**src/hdl/varap_pkg.sv**
```systemverilog
package varap_pkg;

    localparam int MAX_WIDTH    = 1024;
    localparam int MAX_WINDOW   = 16;
    localparam int MAX_CHANNELS = 4096;

    localparam int DATA_W = 32;
    localparam int SUM_W  = 40;
    localparam int COL_W  = $clog2(MAX_WIDTH);
    localparam int ADDR_W = 5;

    localparam logic MODE_ADD  = 1'b0;
    localparam logic MODE_POOL = 1'b1;

    localparam logic [2:0] REG_MODE     = 3'd0;
    localparam logic [2:0] REG_CHANNELS = 3'd1;
    localparam logic [2:0] REG_HEIGHT   = 3'd2;
    localparam logic [2:0] REG_WIDTH    = 3'd3;
    localparam logic [2:0] REG_WIN_H    = 3'd4;
    localparam logic [2:0] REG_WIN_W    = 3'd5;
    localparam logic [2:0] REG_RELU     = 3'd6;

    // Configuration after zero and saturation clamps.
    typedef struct packed {
        logic        mode;
        logic        relu;
        logic [12:0] nch;
        logic [15:0] h;
        logic [10:0] w;
        logic [4:0]  kh;
        logic [4:0]  kw;
    } t_cfg;

    // Controller to datapath.
    typedef struct packed {
        logic             start;     // new item latched
        logic             clear;     // reset partial sum on first element of window
        logic             active;    // element falls inside a whole window
        logic             emit;      // window complete
        logic [COL_W-1:0] wc;        // window column
    } t_cmd;

    // Datapath to controller.
    typedef struct packed {
        logic div_done;
    } t_sts;

    function automatic logic [15:0] clamp16(input logic [15:0] v, input logic [15:0] hi);
        logic [15:0] r;
        begin
            r = v;
            if (v == 16'd0) r = 16'd1;
            else if (v > hi) r = hi;
            return r;
        end
    endfunction

endpackage

```
**src/hdl/varap_ctrl.sv**
```systemverilog
module varap_ctrl
    import varap_pkg::*;
(
    input  logic              i_clk,
    input  logic              i_rst_n,
    input  t_cfg              i_cfg,
    input  logic              i_cfg_wr,
    input  logic              i_in_fire,
    input  logic              i_out_free,
    input  t_sts              i_sts,
    output logic              o_ready,
    output logic              o_out_load,
    output logic              o_out_last,
    output t_cmd              o_cmd
);

    typedef enum logic [3:0] {
        S_IDLE = 4'b0001,
        S_ACC  = 4'b0010,
        S_DIV  = 4'b0100,
        S_OUT  = 4'b1000
    } t_state;

    t_state r_state, n_state;
    logic [COL_W-1:0] r_col, n_col;      // column position
    logic [4:0]       r_kc,  n_kc;       // column within window
    logic [COL_W-1:0] r_wc,  n_wc;       // window column
    logic [15:0]      r_row, n_row;
    logic [4:0]       r_kr,  n_kr;
    logic [11:0]      r_ch,  n_ch;
    logic             r_last, n_last;
    logic             r_emit, n_emit;

    // Window fits when the last row/col of this window is still inside the map.
    logic [16:0] row_lim;
    logic [11:0] col_lim;
    logic        row_ok, col_ok, last_wr, last_wc;
    always_comb begin
        row_lim = 17'(r_row) - 17'(r_kr) + 17'(i_cfg.kh);
        col_lim = 12'(r_col) - 12'(r_kc) + 12'(i_cfg.kw);
        row_ok  = row_lim <= 17'(i_cfg.h);
        col_ok  = col_lim <= 12'(i_cfg.w);
        last_wr = (row_lim + 17'(i_cfg.kh)) > 17'(i_cfg.h);
        last_wc = (col_lim + 12'(i_cfg.kw)) > 12'(i_cfg.w);
    end

    always_comb begin
        n_state = r_state;
        n_col = r_col; n_kc = r_kc; n_wc = r_wc;
        n_row = r_row; n_kr = r_kr; n_ch = r_ch;
        n_last = r_last; n_emit = r_emit;
        o_cmd = '0;
        o_cmd.wc = r_wc;
        o_out_load = 1'b0;
        o_ready = (r_state == S_IDLE);
        case (r_state)
            S_IDLE: begin
                if (i_in_fire) begin
                    o_cmd.start = 1'b1;
                    if (i_cfg.mode == MODE_ADD) begin
                        n_last = (17'(r_row) + 17'd1) >= 17'(i_cfg.h);
                        n_row  = n_last ? 16'd0 : r_row + 16'd1;
                        n_emit = 1'b1;
                        n_state = S_OUT;
                    end else begin
                        o_cmd.active = row_ok && col_ok;
                        o_cmd.clear  = (r_kr == 5'd0) && (r_kc == 5'd0);
                        n_emit = row_ok && col_ok && (r_kr == i_cfg.kh - 5'd1)
                                 && (r_kc == i_cfg.kw - 5'd1);
                        n_last = (13'(r_ch) + 13'd1 >= i_cfg.nch) && last_wr && last_wc;
                        n_state = S_ACC;
                        // advance positions
                        if (12'(r_col) + 12'd1 >= 12'(i_cfg.w)) begin
                            n_col = '0; n_kc = '0; n_wc = '0;
                            if (17'(r_row) + 17'd1 >= 17'(i_cfg.h)) begin
                                n_row = '0; n_kr = '0;
                                n_ch = (13'(r_ch) + 13'd1 >= i_cfg.nch) ? 12'd0
                                                                        : r_ch + 12'd1;
                            end else begin
                                n_row = r_row + 16'd1;
                                if (r_kr == i_cfg.kh - 5'd1) begin
                                    n_kr = '0;
                                end else begin
                                    n_kr = r_kr + 5'd1;
                                end
                            end
                        end else begin
                            n_col = r_col + COL_W'(1);
                            if (r_kc == i_cfg.kw - 5'd1) begin
                                n_kc = '0; n_wc = r_wc + COL_W'(1);
                            end else begin
                                n_kc = r_kc + 5'd1;
                            end
                        end
                    end
                end
            end
            S_ACC: begin
                n_state = r_emit ? S_DIV : S_IDLE;
            end
            S_DIV: begin
                if (i_sts.div_done) n_state = S_OUT;
            end
            S_OUT: begin
                if (i_out_free) begin
                    o_out_load = 1'b1;
                    n_state = S_IDLE;
                end
            end
            default: n_state = S_IDLE;
        endcase
        o_cmd.emit = (r_state == S_ACC) && r_emit;
        if (i_cfg_wr) begin
            n_col = '0; n_kc = '0; n_wc = '0;
            n_row = '0; n_kr = '0; n_ch = '0;
        end
    end

    assign o_out_last = r_last;

    always_ff @(posedge i_clk) begin
        if (!i_rst_n) begin
            r_state <= S_IDLE;
            r_col <= '0; r_kc <= '0; r_wc <= '0;
            r_row <= '0; r_kr <= '0; r_ch <= '0;
            r_last <= 1'b0; r_emit <= 1'b0;
        end else begin
            r_state <= n_state;
            r_col <= n_col; r_kc <= n_kc; r_wc <= n_wc;
            r_row <= n_row; r_kr <= n_kr; r_ch <= n_ch;
            r_last <= n_last; r_emit <= n_emit;
        end
    end

endmodule

```
**config.mk**
```make
export PLATFORM = sky130hd
export DESIGN_NAME = varap_ctrl
export DESIGN_NICKNAME = d
export VERILOG_FILES = /design/src/hdl/varap_pkg.sv /design/src/hdl/varap_ctrl.sv
export SDC_FILE = /design/constraint.sdc
export NUM_CORES = 1
export LEC_CHECK = 0
export ABC_AREA = 1
export BUFFER_PORTS_ARGS = -buffer_cell sky130_fd_sc_hd__buf_2
export CAP_MARGIN = 0
export CORE_MARGIN = 2
export CORE_UTILIZATION = 58
export DETAILED_ROUTE_END_ITERATION = 6
export PLACE_DENSITY = 0.78
export SYNTH_ARGS = -nofsm -noshare
export SYNTH_HDL_FRONTEND = slang
export SYNTH_SLANG_ARGS = --single-unit
```
**constraint.sdc**
```tcl
create_clock -name i_clk -period 6.4 [get_ports i_clk]
set_input_delay 0.96 -clock i_clk [delete_from_list [all_inputs] [get_ports i_clk]]
set_output_delay 0.96 -clock i_clk [all_outputs]
set_load 0.05 [all_outputs]
```
==> impl_results.md <==
* Status: finished clean
* Die width at 127 um
* Min-delay worst type: reg2reg
* Start point of the critical path: r_col[0]
* Tcrit/Tclk final at 91.8%
* Synth Area per Inst at 6.53 um^2
* Core area at 15000 um^2
* FFs w/ async S/R, synth at 0%
* Initial Utilization at 58.7%
* Die height at 127 um
* Int Power at 0.000958 W
* CP Capture Point: o_cmd[11]
* Worst-Margin Slew at 1.09 ns
* Rel. slew slack at 26.7%
* Placement Rows at 45
* Synth top area cells: ha_1, dfxtp_1, nand2_1
* Area share of the largest cell type after synthesis at 21.4%
* Count of cell types in the netlist at 47
* First-pass GRT wire length at 35600 um
* Clock share of power at 31.6%
* Final setup violation count at 0
* Total track usage at 26.8%
* Top-count cell post-synth: nand2_1
* H-tree depth at 3
* Root Buffer Master: clkbuf_16
* Initial antenna violation count at 0
* Vias per cell at 5.33
* Lkg Pwr at 5.34 nW
* Worst Setup End Kind: primary output
* Final net count at 1644
* Skew final at 0.00576 ns
* Routability cong. at 0.936
* Sequential cell area at 1280 um^2
* Vias in the first global route at 8011
* Sw Ratio at 39.0%
* Max Root-Sink Buffers at 2
* Arrival time worst endpoint at 4.92 ns
* CTS Hold Bufs at 0
* Required time of the worst setup path at 5.44 ns
* Seq cells post-synth at 64
* GR Overflow Total at 0
* Post-synth EDFFs at 0
* Reg2reg setup slack at 1.38 ns
* Worst skew pair latency at 0.34 ns
* TritonRoute pass-1 iters at 5
* Depth of the most critical reg-to-reg path at 26
* Post-route DRC at 0
* Fin crit period at 5.88 ns
* Sequential area share after synthesis at 14.5%
* Reg-to-Reg Start: r_col[0]
* Largest net degree at the start of global routing at 27
* NetSw at 0.000611 W
* Share of cells above drive strength 1 at 9.29%
* Die area at 16200 um^2
* Postcts setup bufs at 0
* Hold Startpoint: r_row[1]
* Slew Limit Fails at 0
* Most used DFF post-synth: dfxtp_1
* Clock sinks at 64
* Commonest cells in the netlist: nand2_1, inv_1, ha_1
* Drt total wl at 21200 um
* IO buf count at 73
* Max-cap viol count at 0
* CP startpoint kind: register
* Post-DP HPWL at 17800 um
* Cells after Synth at 1352
* Design Area, Final at 9680 um^2
* Crit Reg-Reg Endpoint: o_out_last
* RSZ-0062 raised after global routing: false
* Via count at 8625
* I/O pin count at 75
* Fill count at 1406
* Post-DRT Antenna Nets at 0
* Gate power share at 42.0%
* Post-Place Cell Area at 9380 um^2
* Fmax at 170 MHz
* Post-Syn Area at 8830 um^2
* CTS resizes at 0
* Critical path type: reg2out
* CTS buffer count at 9
* Area of the multi-input gates at 6520 um^2
* Diode count at 0
* Pwr Density at 162 nW/um^2
* CTS tree: built
* Clock transition at the registers of the reported paths at 0.06 ns
* Final hold violation count at 0
* Synth warn at 0
* Sequential share of power at 26.3%
* Worst-path maximum fanout at 4
* Maximum vdd drop at 0.140 mV
* Yosys top cell by area: ha_1
* Initial drt markers at 393
* Routed WL per cell at 13.1 um
* Final setup TNS at 0 ns
* Area Overhead vs Synth at 9.62%
* Syn Nets at 1570
[state kept, by name, summed over array words and instances, names as in the netlist]
register,flops
r_wc,10
o_out_last,1
r_emit,1
r_state,4
r_kc,5
r_col,10
r_kr,5
r_ch,12
r_row,16
[power by group through the flow]
stage	clock network [W]	registers (W)	logic, W
finish	0.000496	0.000413	0.000660
global route	0.000516	0.000413	0.000753
CTS	0.000501	0.000412	0.000656
detailed placement	0	0.000421	0.000652
global placement	0	0.000421	0.000634
floorplan	0	0.000422	0.000498
[layout by cell type, fill, tap and decap left out, drive strengths merged, types with 3 or more instances in the layout]
| cell | instances |
|---|---|
| nand2 | 306 |
| inv | 256 |
| ha | 151 |
| nor2 | 128 |
| a21oi | 95 |
| nand3 | 80 |
| buf | 75 |
| dfxtp | 64 |
| xor2 | 54 |
| nand4 | 45 |
| o21ai | 43 |
| xnor2 | 23 |
| a211oi | 19 |
| nor3 | 19 |
| clkbuf | 10 |
| fa | 9 |
| and2 | 6 |
| a21o | 6 |
| nand3b | 6 |
| o211a | 5 |
| or2 | 5 |
| nor4 | 4 |
| clkinvlp | 3 |
| clkinv | 3 |
[stage by stage]
stage | utilization (%) | hold slack, ns | total power, W | cells | setup slack, ns
after floorplan | - | 0.462 | 0.000920 | 1352 | 1.14
after global placement | 62.4 | 0.474 | 0.00105 | 1603 | 0.794
after detailed placement | 62.4 | 0.482 | 0.00107 | 1603 | 0.757
after CTS | 64.4 | 0.491 | 0.00157 | 1619 | 0.552
after global routing | 64.4 | 0.508 | 0.00168 | 1619 | 0.187
final | 64.4 | 0.487 | 0.00157 | 1619 | 0.522
[cells by family after synthesis]
group | share of synthesized area, %
xor gates and xnor gates | 7.89
AOI/OAI and AO/OA | 11.3
adders and majority gates | 23.4
and+or+nand+nor | 31.1
DFF | 14.5
buffers and inverters | 11.7
[worst min-delay path by stage]
| stage | slack (ns) | depth (start not counted) | endpoint |
|---|---|---|---|
| 6_report | 0.49 | 2 | r_row[1] |
| 5_1_grt | 0.51 | 2 | r_wc[9] |
| 4_1_cts | 0.49 | 2 | r_row[1] |
| 3_5_place_dp | 0.48 | 2 | r_row[1] |
| 3_3_place_gp | 0.47 | 2 | r_row[1] |
| 2_1_floorplan | 0.46 | 2 | r_row[15] |
[routing by layer]
layer / vias to the layer above / GRT usage (%) / part of all wire, %
met5: - / 0 / 0
met2: 169 / 49.1 / 49
li1: 4539 / - / -
met4: 0 / 8.02 / 2.3
met3: 47 / 3.18 / 3.1
met1: 3870 / 32.7 / 45
[final cells by class]
class	count	share of cell area [%]
multi-input cells	1019	67.3
flip-flops and latches	64	13.2
inverters	257	10.0
repair buffers	75	3.93
well taps	188	2.43
clock buffers	10	2.37
clock inverters	6	0.724
[critical path, cell delays in order (launching register included)]
cell and delay, ns:
dfxtp_1 0.40, inv_1 0.11, ha_1 0.24, fa_1 0.43, o21ai_0 0.37, xnor2_1 0.17, inv_1 0.06, ha_1 0.33
a21oi_1 0.14, o21ai_0 0.09, nor2_1 0.23, inv_1 0.07, nand2_1 0.12, o21ai_0 0.09, nand2_1 0.15, ha_1 0.27
a21oi_1 0.13, o21ai_0 0.09, a21oi_1 0.13, o21ai_0 0.09, a21oi_1 0.11, o21ai_0 0.15, nor2_1 0.17, nand2_1 0.08
nor2_1 0.10, buf_2 0.27
Note: power is estimated with default switching activity, not from simulation.
